**config.mk**
```make
export PLATFORM = sky130hd
export DESIGN_NAME = multilevel_ready_queue_scheduler
export DESIGN_NICKNAME = d
export VERILOG_FILES = /design/src/rtl/mlrq_pkg.sv /design/src/rtl/mlrq_fifo.sv /design/src/rtl/multilevel_ready_queue_scheduler.sv
export SDC_FILE = /design/constraint.sdc
export NUM_CORES = 1
export LEC_CHECK = 0
export BUFFER_PORTS_ARGS = -buffer_cell sky130_fd_sc_hd__buf_2
export CAP_MARGIN = 5
export CORE_MARGIN = 4
export CORE_UTILIZATION = 61
export DETAILED_ROUTE_END_ITERATION = 7
export MAX_ROUTING_LAYER = met4
export PLACE_DENSITY_LB_ADDON = 0.25
export SYNTH_ARGS = -nofsm -noshare
export SYNTH_HDL_FRONTEND = slang
export SYNTH_SLANG_ARGS = --single-unit
```
**constraint.sdc**
```tcl
create_clock -name clk -period 5.3 [get_ports clk]
set_input_delay 0.53 -clock clk [delete_from_list [all_inputs] [get_ports clk]]
set_output_delay 0.53 -clock clk [all_outputs]
set_load 0.05 [all_outputs]
```
**src/rtl/mlrq_pkg.sv**
```systemverilog
// ----------------------------------------------------------------------------
// mlrq_pkg
// shared constants and types for the multilevel ready queue scheduler
// ----------------------------------------------------------------------------
`default_nettype none

package mlrq_pkg;

    localparam int unsigned QUEUE_DEPTH_DEF = 16;
    localparam int unsigned ID_BITS_DEF     = 8;

    localparam logic CMD_ADD  = 1'b0;
    localparam logic CMD_PICK = 1'b1;

    localparam logic [1:0] LVL_RR   = 2'd0;
    localparam logic [1:0] LVL_FCFS = 2'd1;
    localparam logic [1:0] LVL_PRIO = 2'd2;

    localparam logic [1:0] STATUS_DONE  = 2'd0;
    localparam logic [1:0] STATUS_EMPTY = 2'd1;
    localparam logic [1:0] STATUS_FULL  = 2'd2;

    typedef struct packed {
        logic push;
        logic pop;
    } fifo_ctrl_t;

endpackage

`default_nettype wire

```
**src/rtl/mlrq_fifo.sv**
```systemverilog
// ----------------------------------------------------------------------------
// mlrq_fifo
// circular ready queue with head and tail pointers, fill count and a
// registered read of the head word on pop
// ----------------------------------------------------------------------------
`default_nettype none

module mlrq_fifo #(
    parameter int unsigned DEPTH = mlrq_pkg::QUEUE_DEPTH_DEF,
    parameter int unsigned WIDTH = mlrq_pkg::ID_BITS_DEF + 8
) (
    input  wire logic                           clk,
    input  wire logic                           rst_n,
    input  wire mlrq_pkg::fifo_ctrl_t           ctrl,
    input  wire logic [WIDTH-1:0]               wdata,
    output logic      [WIDTH-1:0]               rdata,
    output logic      [$clog2(DEPTH+1)-1:0]     count
);

    import mlrq_pkg::*;

    localparam int unsigned PW = $clog2(DEPTH);
    localparam int unsigned CW = $clog2(DEPTH + 1);

    logic [WIDTH-1:0] mem [DEPTH];

    logic [PW-1:0]    head_reg, head_next;
    logic [PW-1:0]    tail_reg, tail_next;
    logic [CW-1:0]    count_reg, count_next;
    logic [WIDTH-1:0] rdata_reg;

    always_comb
    begin
        head_next  = head_reg;
        tail_next  = tail_reg;
        count_next = count_reg;
        if (ctrl.push)
        begin
            tail_next = (tail_reg == PW'(DEPTH - 1)) ? '0 : tail_reg + PW'(1);
        end
        if (ctrl.pop)
        begin
            head_next = (head_reg == PW'(DEPTH - 1)) ? '0 : head_reg + PW'(1);
        end
        case ({ctrl.push, ctrl.pop})
            2'b10:   count_next = count_reg + CW'(1);
            2'b01:   count_next = count_reg - CW'(1);
            default: count_next = count_reg;
        endcase
    end

    always_ff @(posedge clk)
    begin
        if (ctrl.push)
        begin
            mem[tail_reg] <= wdata;
        end
        if (ctrl.pop)
        begin
            rdata_reg <= mem[head_reg];
        end
    end

    always_ff @(posedge clk or negedge rst_n)
    begin
        if (!rst_n)
        begin
            head_reg  <= '0;
            tail_reg  <= '0;
            count_reg <= '0;
        end
        else
        begin
            head_reg  <= head_next;
            tail_reg  <= tail_next;
            count_reg <= count_next;
        end
    end

    assign rdata = rdata_reg;
    assign count = count_reg;

endmodule

`default_nettype wire

```
**src/rtl/multilevel_ready_queue_scheduler.sv**
```systemverilog
// ----------------------------------------------------------------------------
// multilevel_ready_queue_scheduler
// three ready queues: two fifo levels and a priority level served by a
// sequential scan for the lowest priority and a compaction of the store
//
//   port group      direction  handshake
//   command word    in         taken on start high while busy low
//   result word     out        done high for one cycle, cannot be held off
//
// add and fifo pick: start edge, then the report state, done in the next cycle
// priority pick: scan of the n entries, compaction of the entries above b, report, done
//   (n entries in the priority level, b the place of the picked entry)
// the priority store has one write and one registered read port per cycle
// busy drops in the done cycle, so the next word can be taken then
// reset clears counts, pointers and control; stores need no clearing
// ----------------------------------------------------------------------------
`default_nettype none

module multilevel_ready_queue_scheduler #(
    parameter int unsigned QUEUE_DEPTH = mlrq_pkg::QUEUE_DEPTH_DEF,
    parameter int unsigned ID_BITS     = mlrq_pkg::ID_BITS_DEF
) (
    input  wire logic       clk,
    input  wire logic       rst_n,
    input  wire logic       start,
    output logic            busy,
    input  wire logic       command,
    input  wire logic [7:0] process_id,
    input  wire logic [1:0] level,
    input  wire logic [7:0] priority_req,
    output logic            done,
    output logic      [1:0] status,
    output logic      [7:0] chosen_id,
    output logic      [1:0] chosen_level,
    output logic      [7:0] chosen_priority,
    output logic      [4:0] count_level0,
    output logic      [4:0] count_level1,
    output logic      [4:0] count_level2
);

    import mlrq_pkg::*;

    localparam int unsigned PW = $clog2(QUEUE_DEPTH);
    localparam int unsigned CW = $clog2(QUEUE_DEPTH + 1);
    localparam int unsigned XW = PW + 1;
    localparam int unsigned EW = ID_BITS + 8;

    typedef enum logic [1:0] {
        S_IDLE,
        S_SCAN,
        S_SHIFT,
        S_REPORT
    } state_t;

    typedef enum logic [1:0] {
        SRC_NONE,
        SRC_L0,
        SRC_L1,
        SRC_L2
    } src_t;

    state_t          state_reg, state_next;
    src_t            src_reg, src_next;
    logic [1:0]      pend_status_reg, pend_status_next;
    logic [CW-1:0]   cnt2_reg, cnt2_next;
    logic [PW-1:0]   scan_reg, scan_next;
    logic [PW-1:0]   best_idx_reg, best_idx_next;
    logic [EW-1:0]   best_reg, best_next;
    logic [PW-1:0]   sh_reg, sh_next;
    logic            done_reg, done_next;
    logic [1:0]      status_reg, status_next;
    logic [7:0]      cid_reg, cid_next;
    logic [1:0]      clev_reg, clev_next;
    logic [7:0]      cprio_reg, cprio_next;

    logic [EW-1:0]   l2_mem [QUEUE_DEPTH];
    logic [EW-1:0]   l2_rd_reg;
    logic            l2_we;
    logic [PW-1:0]   l2_waddr;
    logic [EW-1:0]   l2_wdata;
    logic            l2_re;
    logic [PW-1:0]   l2_raddr;

    fifo_ctrl_t      f0_ctrl, f1_ctrl;
    logic [EW-1:0]   f0_rdata, f1_rdata;
    logic [CW-1:0]   cnt0, cnt1;

    logic [ID_BITS+7:0] pid_wide;
    logic [EW-1:0]      entry_in;
    logic [XW-1:0]      cnt2_ext;
    logic [XW-1:0]      scan_plus;
    logic [XW-1:0]      best_plus;
    logic [XW-1:0]      sh_plus2;
    logic               take;
    logic [PW-1:0]      cand_idx;
    logic [EW-1:0]      cand;
    logic [EW-1:0]      report_entry;
    logic [ID_BITS+7:0] cid_wide;
    logic [CW+4:0]      cnt0_wide, cnt1_wide, cnt2_wide;

    assign pid_wide  = {{ID_BITS{1'b0}}, process_id};
    assign entry_in  = {pid_wide[ID_BITS-1:0], priority_req};
    assign cnt2_ext  = XW'(cnt2_reg);
    assign scan_plus = XW'(scan_reg) + XW'(1);
    assign sh_plus2  = XW'(sh_reg) + XW'(2);

    // running minimum, strict compare keeps the earliest of equal priorities
    assign take      = (scan_reg == '0) || (l2_rd_reg[7:0] < best_reg[7:0]);
    assign cand_idx  = take ? scan_reg : best_idx_reg;
    assign cand      = take ? l2_rd_reg : best_reg;
    assign best_plus = XW'(cand_idx) + XW'(1);

    mlrq_fifo #(
        .DEPTH (QUEUE_DEPTH),
        .WIDTH (EW)
    ) u_fifo0 (
        .clk   (clk),
        .rst_n (rst_n),
        .ctrl  (f0_ctrl),
        .wdata (entry_in),
        .rdata (f0_rdata),
        .count (cnt0)
    );

    mlrq_fifo #(
        .DEPTH (QUEUE_DEPTH),
        .WIDTH (EW)
    ) u_fifo1 (
        .clk   (clk),
        .rst_n (rst_n),
        .ctrl  (f1_ctrl),
        .wdata (entry_in),
        .rdata (f1_rdata),
        .count (cnt1)
    );

    always_comb
    begin
        case (src_reg)
            SRC_L0:  report_entry = f0_rdata;
            SRC_L1:  report_entry = f1_rdata;
            SRC_L2:  report_entry = best_reg;
            default: report_entry = '0;
        endcase
    end

    assign cid_wide = {8'b0, report_entry[EW-1:8]};

    always_comb
    begin
        state_next       = state_reg;
        src_next         = src_reg;
        pend_status_next = pend_status_reg;
        cnt2_next        = cnt2_reg;
        scan_next        = scan_reg;
        best_idx_next    = best_idx_reg;
        best_next        = best_reg;
        sh_next          = sh_reg;
        done_next        = 1'b0;
        status_next      = status_reg;
        cid_next         = cid_reg;
        clev_next        = clev_reg;
        cprio_next       = cprio_reg;
        f0_ctrl          = '0;
        f1_ctrl          = '0;
        l2_we            = 1'b0;
        l2_waddr         = sh_reg;
        l2_wdata         = l2_rd_reg;
        l2_re            = 1'b0;
        l2_raddr         = '0;

        case (state_reg)
            S_IDLE:
            begin
                if (start)
                begin
                    state_next       = S_REPORT;
                    src_next         = SRC_NONE;
                    pend_status_next = STATUS_DONE;
                    if (command == CMD_ADD)
                    begin
                        case (level)
                            LVL_RR:
                            begin
                                if (cnt0 >= CW'(QUEUE_DEPTH))
                                begin
                                    pend_status_next = STATUS_FULL;
                                end
                                else
                                begin
                                    f0_ctrl.push = 1'b1;
                                end
                            end
                            LVL_FCFS:
                            begin
                                if (cnt1 >= CW'(QUEUE_DEPTH))
                                begin
                                    pend_status_next = STATUS_FULL;
                                end
                                else
                                begin
                                    f1_ctrl.push = 1'b1;
                                end
                            end
                            LVL_PRIO:
                            begin
                                if (cnt2_reg >= CW'(QUEUE_DEPTH))
                                begin
                                    pend_status_next = STATUS_FULL;
                                end
                                else
                                begin
                                    l2_we     = 1'b1;
                                    l2_waddr  = cnt2_reg[PW-1:0];
                                    l2_wdata  = entry_in;
                                    cnt2_next = cnt2_reg + CW'(1);
                                end
                            end
                            default:
                            begin
                                pend_status_next = STATUS_FULL;
                            end
                        endcase
                    end
                    else if (cnt0 != '0)
                    begin
                        f0_ctrl.pop = 1'b1;
                        src_next    = SRC_L0;
                    end
                    else if (cnt1 != '0)
                    begin
                        f1_ctrl.pop = 1'b1;
                        src_next    = SRC_L1;
                    end
                    else if (cnt2_reg != '0)
                    begin
                        l2_re      = 1'b1;
                        l2_raddr   = '0;
                        scan_next  = '0;
                        src_next   = SRC_L2;
                        state_next = S_SCAN;
                    end
                    else
                    begin
                        pend_status_next = STATUS_EMPTY;
                    end
                end
            end

            S_SCAN:
            begin
                best_idx_next = cand_idx;
                best_next     = cand;
                if (scan_plus < cnt2_ext)
                begin
                    l2_re     = 1'b1;
                    l2_raddr  = scan_plus[PW-1:0];
                    scan_next = scan_plus[PW-1:0];
                end
                else if (best_plus < cnt2_ext)
                begin
                    l2_re      = 1'b1;
                    l2_raddr   = best_plus[PW-1:0];
                    sh_next    = cand_idx;
                    state_next = S_SHIFT;
                end
                else
                begin
                    cnt2_next  = cnt2_reg - CW'(1);
                    state_next = S_REPORT;
                end
            end

            S_SHIFT:
            begin
                l2_we    = 1'b1;
                l2_waddr = sh_reg;
                l2_wdata = l2_rd_reg;
                if (sh_plus2 < cnt2_ext)
                begin
                    l2_re    = 1'b1;
                    l2_raddr = sh_plus2[PW-1:0];
                    sh_next  = sh_reg + PW'(1);
                end
                else
                begin
                    cnt2_next  = cnt2_reg - CW'(1);
                    state_next = S_REPORT;
                end
            end

            S_REPORT:
            begin
                done_next   = 1'b1;
                status_next = pend_status_reg;
                cid_next    = cid_wide[7:0];
                cprio_next  = report_entry[7:0];
                case (src_reg)
                    SRC_L1:  clev_next = LVL_FCFS;
                    SRC_L2:  clev_next = LVL_PRIO;
                    default: clev_next = LVL_RR;
                endcase
                state_next  = S_IDLE;
            end

            default:
            begin
                state_next = S_IDLE;
            end
        endcase
    end

    always_ff @(posedge clk)
    begin
        if (l2_we)
        begin
            l2_mem[l2_waddr] <= l2_wdata;
        end
        if (l2_re)
        begin
            l2_rd_reg <= l2_mem[l2_raddr];
        end
    end

    always_ff @(posedge clk or negedge rst_n)
    begin
        if (!rst_n)
        begin
            state_reg       <= S_IDLE;
            src_reg         <= SRC_NONE;
            pend_status_reg <= STATUS_DONE;
            cnt2_reg        <= '0;
            scan_reg        <= '0;
            best_idx_reg    <= '0;
            best_reg        <= '0;
            sh_reg          <= '0;
            done_reg        <= 1'b0;
            status_reg      <= STATUS_DONE;
            cid_reg         <= '0;
            clev_reg        <= LVL_RR;
            cprio_reg       <= '0;
        end
        else
        begin
            state_reg       <= state_next;
            src_reg         <= src_next;
            pend_status_reg <= pend_status_next;
            cnt2_reg        <= cnt2_next;
            scan_reg        <= scan_next;
            best_idx_reg    <= best_idx_next;
            best_reg        <= best_next;
            sh_reg          <= sh_next;
            done_reg        <= done_next;
            status_reg      <= status_next;
            cid_reg         <= cid_next;
            clev_reg        <= clev_next;
            cprio_reg       <= cprio_next;
        end
    end

    assign cnt0_wide = {5'b0, cnt0};
    assign cnt1_wide = {5'b0, cnt1};
    assign cnt2_wide = {5'b0, cnt2_reg};

    assign busy            = (state_reg != S_IDLE);
    assign done            = done_reg;
    assign status          = status_reg;
    assign chosen_id       = cid_reg;
    assign chosen_level    = clev_reg;
    assign chosen_priority = cprio_reg;
    assign count_level0    = cnt0_wide[4:0];
    assign count_level1    = cnt1_wide[4:0];
    assign count_level2    = cnt2_wide[4:0];

endmodule

`default_nettype wire

```
==> results of run 1 <==
[worst register-to-register path: stages, from the launching register on]
cell and delay [ns]:
edfxtp_1 0.47, ha_1 0.33, a211o_1 0.30, a21oi_2 0.19, buf_4 0.15, o31ai_4 0.10
nand3_1 0.13, and2_1 0.18, inv_1 0.06, ha_1 0.25, xnor2_4 0.19, inv_1 0.06
ha_1 0.30, o211ai_1 0.12, o21ai_1 0.20, or3_1 0.20, nor4_4 0.05, buf_4 0.19
o31ai_4 0.35, buf_12 0.24, buf_4 0.21, nand2_1 0.07, a32oi_1 0.19, o211ai_1 0.13
a221oi_1 0.31
[cell usage after synthesis (5+ instances only)]
cell and n:
o211ai_1 21, and2_1 6, dfrtp_1 86, buf_2 20, nand2b_1 9, o22ai_1 14, a22oi_1 54, mux4_2 64
mux2_2 110, nand2_1 173, buf_1 21, o21a_1 5, nand3_1 80, a31oi_1 25, nor2_1 81, xnor2_1 13
nor3_1 35, o21ai_0 93, a32oi_1 16, buf_4 5, xor2_1 10, clkbuf_1 81, mux2i_1 160, or3_1 19
a21o_1 12, ha_1 49, edfxtp_1 816, a221oi_1 46, inv_1 42, a21oi_1 71
[logic make-up (layout without fill, tap and decap cells)]
| logic type | Yosys count | count (layout) |
|---|---|---|
| AOI/OAI and AO/OA | 398 | 398 |
| xor gates and xnor gates | 24 | 24 |
| adders and majority gates | 52 | 52 |
| buffers and inverters | 172 | 378 |
| DFF | 902 | 902 |
| muxes | 334 | 334 |
| and+or+nand+nor | 428 | 428 |
[area by class of cell]
cell class | count | share of cell area
clock inverter | 49 | 0.0153
sequential | 902 | 0.633
timing repair buffer | 173 | 0.0311
multi-input combinational | 1236 | 0.237
inverter | 43 | 0.00383
clock buffer | 113 | 0.0567
tap | 782 | 0.0232
[worst max-delay path by stage]
stage	startpoint	to
floorplan	l2_rd_reg[5]$_DFFE_PP_	l2_rd_reg[14]$_DFFE_PP_
global placement	l2_rd_reg[5]$_DFFE_PP_	l2_rd_reg[5]$_DFFE_PP_
detailed placement	l2_rd_reg[3]$_DFFE_PP_	l2_rd_reg[11]$_DFFE_PP_
CTS	l2_rd_reg[3]$_DFFE_PP_	l2_rd_reg[1]$_DFFE_PP_
global route	l2_rd_reg[5]$_DFFE_PP_	l2_rd_reg[0]$_DFFE_PP_
finish	l2_rd_reg[5]$_DFFE_PP_	l2_rd_reg[7]$_DFFE_PP_
[report_power, final]
part | switching, W | leakage [nW] | total (W) | internal (W)
sequential | 0 | 7.51 | 0.00771 | 0.00771
clock | 0.00261 | 1.48 | 0.00653 | 0.00392
combinational | 0.0000922 | 4.58 | 0.000101 | 0.00000870
total | 0.00270 | 13.6 | 0.0143 | 0.0116
[routing by layer]
| metal | share of wire | global-route usage | wire [um] | vias up |
|---|---|---|---|---|
| li1 | - | - | - | 9356 |
| met5 | 0 | - | 0 | - |
| met2 | 0.48 | 0.455 | 44500 | 1359 |
| met4 | 0.031 | 0.0970 | 2910 | 0 |
| met3 | 0.098 | 0.0465 | 9180 | 185 |
| met1 | 0.40 | 0.423 | 37100 | 11200 |
[through the flow]
step	area [sq um]	std cells	hold slack, ns	setup WS [ns]
2_1_floorplan	37200	2310	0.234	0.517
3_3_place_gp	38900	3127	0.462	0.239
3_5_place_dp	38900	3127	0.475	0.0639
4_1_cts	42000	3292	0.202	0.0407
5_1_grt	42100	3298	0.279	-0.0924
6_report	42100	3298	0.229	0.130
[repair_timing]
action	CTS	global route
resized for setup	1	10
hold endpoints to repair	38	0
gates cloned	0	2
buffers inserted	2	4
setup endpoints to repair	6	16
pin swaps	1	6
hold buffers	1	0
==> reports/qor.yml, run 1 <==
vdd_ir_drop_max_v: 0.000304
cts-htree-levels: 3
core_sq_um: 60400
reg_top3: "l2_mem (256), u_fifo0.mem (256), u_fifo1.mem (256)"
clock_latency_ns: 0.63
synth-async-reset-ratio: 0.0953
first_iter_violations: 2691
yosys.cell_types.count: 75
setup_tns_ns: 0
area_growth_syn_to_layout_pct: 13.3
multi_input_area_sq_um: 10000
fmax_ghz: 0.193
crit_chain: "ha_1 > a211o_1 > a21oi_2 > buf_4 > o31ai_4 > nand3_1 > and2_1 > inv_1 > ha_1 > xnor2_4 > inv_1 > ha_1 > o211ai_1 > o21ai_1 > or3_1 > nor4_4 > buf_4 > o31ai_4 > buf_12 > buf_4 > nand2_1 > a32oi_1 > o211ai_1 > a221oi_1"
dieArea_sq_um: 65000
cpMaxStageDelayCell: "edfxtp_1"
crit_path_end_kind: "flop"
nNetsFinal: 2517
reg2reg_depth: 24
wl_per_cell_um: 28.4
grt_max_degree: 54
synth_top_family_by_area: "multiplexers"
ys_top_cells_by_area: "edfxtp_1 (66%), dfrtp_1 (5.8%), mux2i_1 (4.3%)"
ys_seq_area_frac: 0.717
grt_pass1_wl_um: 139000
synth-xor-area-share: 0.00616
leakage_nw: 13.6
gp_congestion: 0.884
r2r_end: "l2_rd_reg[7]$_DFFE_PP_"
cts_tree: "built"
vias: 22100
antenna_found_initial: 1
muxShareOfSynthArea: 0.115
io_buffers: 58
slew_viol_final: 0
crit_type: "flop to flop"
std_cell_rows: 90
fin_crit_ns: 5.17
syn_inst: 2310
drive_gt1_frac: 0.207
dieHeight_um: 255
cts-root-buf: "clkbuf_16"
status: "finished clean"
drcViolationCount: 0
fp.dieW_um: 255
min_to: "src_reg[0]$_DFFE_PN0P_"
cp.arrival_ns: 5.59
finalWirelength_um: 93700
overflow: 0
synthFlopType: "edfxtp_1"
numCtsBuffers: 87
cts.sinks: 902
hpwl_um: 54900
drtAntennaViolNets: 0
detail_route.vias_per_cell: 6.71
path_depth: 24
post-route-util: 0.698
synth_compound_area_frac: 0.0733
p_per_area_nw_per_um2: 340
finalSetupViolCount: 0
r2r_slack_ns: 0.13
holdPathStages: 3
seq_area_sq_um: 26700
netlist_area_sq_um: 37200
hp-class: "input pin to flop"
path_delay_family: "compound AO/OA/AOI/OAI gates"
syn_avg_cell_area_sq_um: 16.1
skew_ns: 0.0198
synth_top_area_share: 0.659
start_kind: "flop"
min-delay-start: "command"
grt_pass1_vias: 21900
yosysTopAreaCell: "edfxtp_1"
crit_required_ns: 5.72
final_common_cell: "edfxtp_1"
crit_buf_inv: 6
n_fill_cell: 3810
finalCritPeriodShare: 0.976
start_util: 0.616
dr.pass1.iters: 5
syn-num-nets: 2384
cp_slowest_stage_delay_ns: 0.47
worstMarginPinSlew_ns: 1.19
cap_violations: 0
diodes: 0
critPathMaxFanout: 18
reg2reg_from: "l2_rd_reg[5]$_DFFE_PP_"
yosys.area_share.adder: 0.0181
p_total_w: 0.0143
ctsLongestPathBuffers: 3
yosys.area_share.simple: 0.0516
yosys_warnings: 0
hold_viol: 0
clk_pin_slew_ns: 0.07
ys_seq_elements: 902
grtUsageTotal: 0.298
final_cell_mix: "edfxtp_1 (816), nand2_1 (173), mux2i_1 (160)"
ios: 59
slew_headroom: 0.210
synth-edff-count: 816
No activity file was read; power rests on OpenSTA's default activity.
==> run 2, diff against run 1 <==
--- a/config.mk
+++ b/config.mk
@@ -7,8 +7,10 @@
 export LEC_CHECK = 0
 export BUFFER_PORTS_ARGS = -buffer_cell sky130_fd_sc_hd__buf_2
 export CAP_MARGIN = 5
+export CELL_PAD_IN_SITES_DETAIL_PLACEMENT = 0
+export CELL_PAD_IN_SITES_GLOBAL_PLACEMENT = 2
 export CORE_MARGIN = 4
-export CORE_UTILIZATION = 61
+export CORE_UTILIZATION = 47
 export DETAILED_ROUTE_END_ITERATION = 7
 export MAX_ROUTING_LAYER = met4
 export PLACE_DENSITY_LB_ADDON = 0.25
==> run 2 against run 1 <==
Clock power is essentially flat. Sequential power about the same. Critical endpoint is now l2_rd_reg[4]$_DFFE_PP_. Highest routed layer unchanged. Register-to-register slack improved by 0.08 ns.
==> reports/qor.yml, run 2 (same netlist as run 1, synthesis figures left out) <==
hold_viol: 0  # unchanged
hp-class: "input pin to flop"
cpMaxStageDelayCell: "o31ai_2"
clk_pin_slew_ns: 0.06  # about the same
clock_latency_ns: 0.65  # +0.02 ns
switchingPower_w: 0.00278  # +2.8%
fin_area_sq_um: 42600  # +1.2%
ios: 59  # unchanged
status: "finished clean"
slew_headroom: 0.210  # +0.000433
core_sq_um: 78000  # +29%
crit_path_end_kind: "flop"
slew_viol_final: 0  # unchanged
cp.arrival_ns: 5.50  # -0.09 ns
gp_congestion: 0.850  # -3.9%
grt_pass1_wl_um: 137000  # -1.7%
antenna_found_initial: 1  # unchanged
leakage_nw: 13.6  # +0.52%
cts-htree-levels: 3  # unchanged
reg_top3: "l2_mem (256), u_fifo0.mem (256), u_fifo1.mem (256)"
setup_tns_ns: 0  # unchanged
path_delay_family: "compound AO/OA/AOI/OAI gates"
fin_crit_ns: 5.09  # -0.0768 ns
crit_required_ns: 5.70  # -0.02 ns
finalSetupViolCount: 0  # unchanged
overflow: 0  # unchanged
seqPwrFrac: 0.538  # about the same
hold_slack_ns: 0.226  # -0.00366 ns
internal-power_w: 0.0116  # -0.59%
grt_pass1_vias: 20300  # -7.2%
crit_chain: "ha_1 > nand4_1 > buf_4 > o31ai_4 > buf_4 > buf_6 > mux2_2 > xnor2_4 > inv_1 > ha_1 > o211ai_1 > buf_4 > o21a_1 > nand2_1 > mux2i_1 > o31ai_2 > a21o_1 > buf_12 > or3_1 > o211ai_1 > a221oi_2"
cap_violations: 0  # unchanged
holdPathStages: 3  # unchanged
reg2reg_depth: 21  # -13%
power.share.combinational: 0.007  # about the same
n_fill_cell: 6206  # +63%
p_per_area_nw_per_um2: 336  # -1.1%
area_growth_syn_to_layout_pct: 14.7
start_kind: "flop"
path_common_cell: "buf_4"
path_depth: 21  # -13%
instances_no_fill: 3575  # +8.4%
fmax_ghz: 0.196  # +1.5%
detail_route.vias_per_cell: 5.84  # -13%
final_cell_mix: "edfxtp_1 (816), nand2_1 (173), mux2i_1 (159)"
skew_ns: 0.0269  # +0.00709 ns
cts-root-buf: "clkbuf_16"
drcViolationCount: 0  # unchanged
dr.pass1.iters: 5  # unchanged
ctsLongestPathBuffers: 3  # unchanged
placed_cells: 3396  # +8.6%
dpl_cell_area_sq_um: 39400  # +1.2%
vdd_ir_drop_max_v: 0.000298  # -2.0%
nNetsFinal: 2531  # +0.56%
fp.dieW_um: 289  # +13%
grtUsageTotal: 0.229  # -0.0691
grt_max_degree: 102  # +89%
critPathMaxFanout: 26  # +8
finalCritPeriodShare: 0.961  # -0.0145
crit_buf_inv: 6  # unchanged
dieArea_sq_um: 83700  # +29%
worstMarginPinSlew_ns: 1.19  # -0.000650 ns
hpwl_um: 56500  # +3.0%
cts.sinks: 902  # unchanged
std_cell_rows: 102  # +13%
io_buffers: 58  # unchanged
finalWirelength_um: 93000  # -0.73%
numCtsBuffers: 92  # +5.7%
start_util: 0.477  # -0.139
first_iter_violations: 1715  # -36%
vias: 20900  # -5.6%
fin_ws_ns: 0.206  # +0.0768 ns
cp_slowest_stage_delay_ns: 0.49  # +0.02 ns
dieHeight_um: 289  # +13%
drtAntennaViolNets: 0  # unchanged
final_common_cell: "edfxtp_1"
crit_type: "flop to flop"
swShare: 0.194  # +0.00521
cts_tree: "built"
power_frac_clock: 0.455  # about the same
drive_gt1_frac: 0.213  # +0.00603
pre_cts_slack_ns: -0.138  # -0.202 ns
wl_per_cell_um: 26.0  # -8.4%
run 2: changes by cell type in the layout (fill, tap and decap cells not counted), moves of 3 or more:
cell,delta
clkbuf_1,+9
buf_12,+5
a221oi_1,-3
buf_4,+4
a221oi_2,+3
bufinv_16,-5
run 2: worst paths after layout:
path                       slack [ns]                        start                         endpoint
max                              0.21       l2_rd_reg[7]$_DFFE_PP_           l2_rd_reg[4]$_DFFE_PP_
min                              0.23                      command           src_reg[0]$_DFFE_PN0P_
max reg2reg                      0.21       l2_rd_reg[7]$_DFFE_PP_           l2_rd_reg[4]$_DFFE_PP_
min reg2reg                      0.49  best_idx_reg[2]$_DFFE_PN0P_      best_idx_reg[2]$_DFFE_PN0P_
max in group asynchronous        3.63                        rst_n  u_fifo0.head_reg[0]$_DFFE_PN0P_
min in group asynchronous        0.51                        rst_n            status[1]$_DFFE_PN0P_
run 2: layout make-up:
cell class,count,area [sq um],share of cell area
clock inverter,44,542,0.0127
sequential,902,26700,0.625
tap,1040,1300,0.0305
timing repair buffer,182,1410,0.0331
inverter,43,161,0.00378
multi-input combinational,1236,10000,0.235
antenna,1,2.50,0.0000587
clock buffer,127,2530,0.0594
run 2: worst register-to-register path, cell delays in order, from the launching register on:
cell      delay [ns]
edfxtp_1        0.45
ha_1            0.34
nand4_1         0.16
buf_4           0.18
o31ai_4         0.19
buf_4           0.18
buf_6           0.14
mux2_2          0.42
xnor2_4         0.17
inv_1           0.06
ha_1            0.28
o211ai_1        0.11
buf_4           0.15
o21a_1          0.19
nand2_1         0.07
mux2i_1         0.11
o31ai_2         0.49
a21o_1          0.28
buf_12          0.21
or3_1           0.15
o211ai_1        0.10
a221oi_2        0.40
run 2: repair_timing:
item / CTS / global route
resized for setup: 4 / 18
pin swaps: 1 / 12
endpoints found under the hold margin: 45 / 0
buffers inserted: 1 / 5
hold buffers: 1 / 0
endpoints found under the setup margin: 4 / 16
run 2: through the flow:
stage                     power [W]   util
after floorplan             0.00787      -
after CTS                    0.0145  0.545
after global routing         0.0148  0.547
final                        0.0144  0.547
after detailed placement    0.00797  0.505
after global placement      0.00796  0.505
run 2: power by group through the flow:
stage          registers, W   logic [W]  clock network (W)
2_1_floorplan       0.00786  0.00000152                  0
6_report            0.00771    0.000100            0.00654
3_5_place_dp        0.00786    0.000103                  0
5_1_grt             0.00771    0.000110            0.00699
4_1_cts             0.00771    0.000104            0.00669
3_3_place_gp        0.00786   0.0000957                  0
run 2: metal layers:
metal  GRT usage  vias up  wire length [um]
met2       0.351      625             44000
met5           -        -                 0
met3      0.0404      132              5380
met4      0.0526        0              2070
li1            -     9390                 -
met1       0.324    10700             41500
==> run 3, diff against run 2 <==
--- a/config.mk
+++ b/config.mk
@@ -10,7 +10,7 @@
 export CELL_PAD_IN_SITES_DETAIL_PLACEMENT = 0
 export CELL_PAD_IN_SITES_GLOBAL_PLACEMENT = 2
 export CORE_MARGIN = 4
-export CORE_UTILIZATION = 47
+export CORE_UTILIZATION = 51
 export DETAILED_ROUTE_END_ITERATION = 7
 export MAX_ROUTING_LAYER = met4
 export PLACE_DENSITY_LB_ADDON = 0.25
==> constraint.sdc (replaced) <==
create_clock -name clk -period 6.29 [get_ports clk]
set_input_delay 0.629 -clock clk [delete_from_list [all_inputs] [get_ports clk]]
set_output_delay 0.629 -clock clk [all_outputs]
set_load 0.05 [all_outputs]
==> run 3 against run 2 <==
Critical path depth grew 2. Global-route usage grew 1.7 points. Worst hold slack gained 0.088 ns. Sequential power shrank 16%. Clock skew grew 0.0045 ns. Total power shrank 16%. Via count grew 0.80%. First-iteration DRC count grew 36%. Setup slack gained 0.29 ns. Register-to-register slack gained 0.29 ns. Final cell count shrank 3.5%. Critical path type unchanged. Largest power group unchanged. Highest routed layer unchanged.
==> reports/qor.yml, run 3 (same netlist as run 1, synthesis figures left out) <==
wl_per_cell_um: 27.1  # +4.2%
std_cell_rows: 98  # -3.9%
drtAntennaViolNets: 0  # unchanged
antenna_found_initial: 5  # +4
start_kind: "flop"
core_sq_um: 71900  # -7.9%
area_growth_syn_to_layout_pct: 13.1
clock_latency_ns: 0.66  # about the same
hp-class: "input pin to flop"
finalWirelength_um: 93500  # +0.54%
diodes: 0  # -1
final_common_cell: "edfxtp_1"
finalCritPeriodShare: 0.921  # -0.0402
cap_violations: 0  # unchanged
dr.pass1.iters: 5  # unchanged
placed_cells: 3276  # -3.5%
io_buffers: 58  # unchanged
grt_pass1_vias: 20600  # +1.6%
grt_max_degree: 68  # -33%
rsz0062_at_grt: "no"
gp_congestion: 0.821  # -3.4%
fin_crit_ns: 5.79  # +0.698 ns
status: "finished clean"
overflow: 0  # unchanged
start_util: 0.518  # +0.0406
clk_pin_slew_ns: 0.06  # about the same
p_per_area_nw_per_um2: 287  # -15%
startpoint: "best_reg[5]$_DFFE_PN0P_"
finalSetupViolCount: 0  # unchanged
cts_tree: "built"
final_cell_mix: "edfxtp_1 (816), nand2_1 (173), mux2i_1 (160)"
cts-htree-levels: 3  # unchanged
grtUsageTotal: 0.246  # +0.0174
leakage_nw: 13.4  # -1.6%
hpwl_um: 56200  # -0.59%
reg_top3: "l2_mem (256), u_fifo0.mem (256), u_fifo1.mem (256)"
crit_type: "flop to flop"
nNetsFinal: 2497  # -1.3%
reg2reg_from: "best_reg[5]$_DFFE_PN0P_"
min-delay-start: "command"
ios: 59  # unchanged
grt_pass1_wl_um: 138000  # +0.56%
cts-root-buf: "clkbuf_16"
detail_route.vias_per_cell: 6.10  # +4.5%
drcViolationCount: 0  # unchanged
dieArea_sq_um: 77300  # -7.6%
worstMarginPinSlew_ns: 1.21  # +0.0210 ns
fp.dieW_um: 278  # -3.9%
slew_viol_final: 0  # unchanged
crit_required_ns: 6.75  # +1.05 ns
r2r_slack_ns: 0.50  # +0.29 ns
setup_tns_ns: 0  # unchanged
hold_slack_ns: 0.314  # +0.0885 ns
cts_resized: 0  # -4
first_iter_violations: 2328  # +36%
post_cts_buffers: 0  # -1
skew_ns: 0.0314  # +0.00450 ns
drive_gt1_frac: 0.202  # -0.0111
ctsLongestPathBuffers: 3  # unchanged
critPathMaxFanout: 36  # +38%
fmax_ghz: 0.173  # -12%
vdd_ir_drop_max_v: 0.000215  # -28%
hold_viol: 0  # unchanged
slew_headroom: 0.196  # -0.0140
numCtsBuffers: 94  # +2.2%
instances_no_fill: 3450  # -3.5%
cts.sinks: 902  # unchanged
vias: 21100  # +0.80%
crit_path_end_kind: "flop"
dieHeight_um: 278  # -3.9%
cp.arrival_ns: 6.25  # +0.75 ns
-- run 3: cell count changes in the layout (fill, tap and decap cells not counted), sizes merged --
cell    delta
diode      -1
buf       -36
inv        +1
bufinv     -3
clkinv    +12
clkbuf     -8
-- run 3: per-stage QoR --
stage               cell area (sq um)  setup slack (ns)  power, W  utilization
floorplan                       37200              1.51   0.00663            -
global placement                39000             0.668   0.00671        0.542
detailed placement              39000             0.576   0.00671        0.542
CTS                             42100             0.500    0.0122        0.585
global route                    42100            0.0736    0.0124        0.585
finish                          42100             0.498    0.0121        0.585
-- run 3: worst max-delay path, cell delays in order (launching register included) --
cell	delay, ns
dfrtp_1	0.38
inv_1	0.06
ha_1	0.30
a211o_1	0.26
a21oi_1	0.27
o31a_2	0.35
o21ai_0	0.13
and2_1	0.22
inv_1	0.06
ha_1	0.26
xnor2_4	0.19
inv_1	0.07
ha_1	0.30
o211ai_1	0.13
o21ai_1	0.31
or3_1	0.18
nor4_1	0.05
buf_4	0.20
o31ai_4	0.82
buf_12	0.32
nand2_1	0.09
a32oi_1	0.19
o211ai_1	0.13
a221oi_1	0.28
-- run 3: what timing repair did --
action	in CTS	in global routing
hold buffers	1	0
hold endpoints to repair	29	0
setup endpoints to repair	0	0
-- run 3: path summary, 6_finish.rpt --
| kind | end | depth (start not counted) |
|---|---|---|
| hold reg to reg | best_idx_reg[3]$_DFFE_PN0P_ | 1 |
| setup / recovery | l2_rd_reg[3]$_DFFE_PP_ | 23 |
| min in group asynchronous | u_fifo1.tail_reg[0]$_DFFE_PN0P_ | 2 |
| setup reg to reg | l2_rd_reg[3]$_DFFE_PP_ | 23 |
| hold / removal | src_reg[0]$_DFFE_PN0P_ | 3 |
| max in group asynchronous | u_fifo1.head_reg[0]$_DFFE_PN0P_ | 3 |
-- run 3: final cells by class --
class	instances	area (sq um)
clock inverters	54	543
multi-input cells	1236	9970
clock buffers	119	2540
repair buffers	146	1010
flip-flops and latches	902	26700
fillers	5533	29800
inverters	43	161
well taps	950	1190
-- run 3: layer usage --
metal / track usage / wire [um] / vias to the layer above
li1: - / - / 9328
met1: 0.354 / 40800 / 10800
met2: 0.377 / 43900 / 777
met3: 0.0384 / 6550 / 137
met4: 0.0586 / 2260 / 0
met5: - / 0 / -
-- run 3: power by group --
part / leakage (nW) / internal (W) / total, W / switching [W]
sequential: 7.51 / 0.00650 / 0.00650 / 0
clock: 1.51 / 0.00316 / 0.00547 / 0.00231
combinational: 4.41 / 0.00000692 / 0.0000871 / 0.0000802
total: 13.4 / 0.00967 / 0.0121 / 0.00239
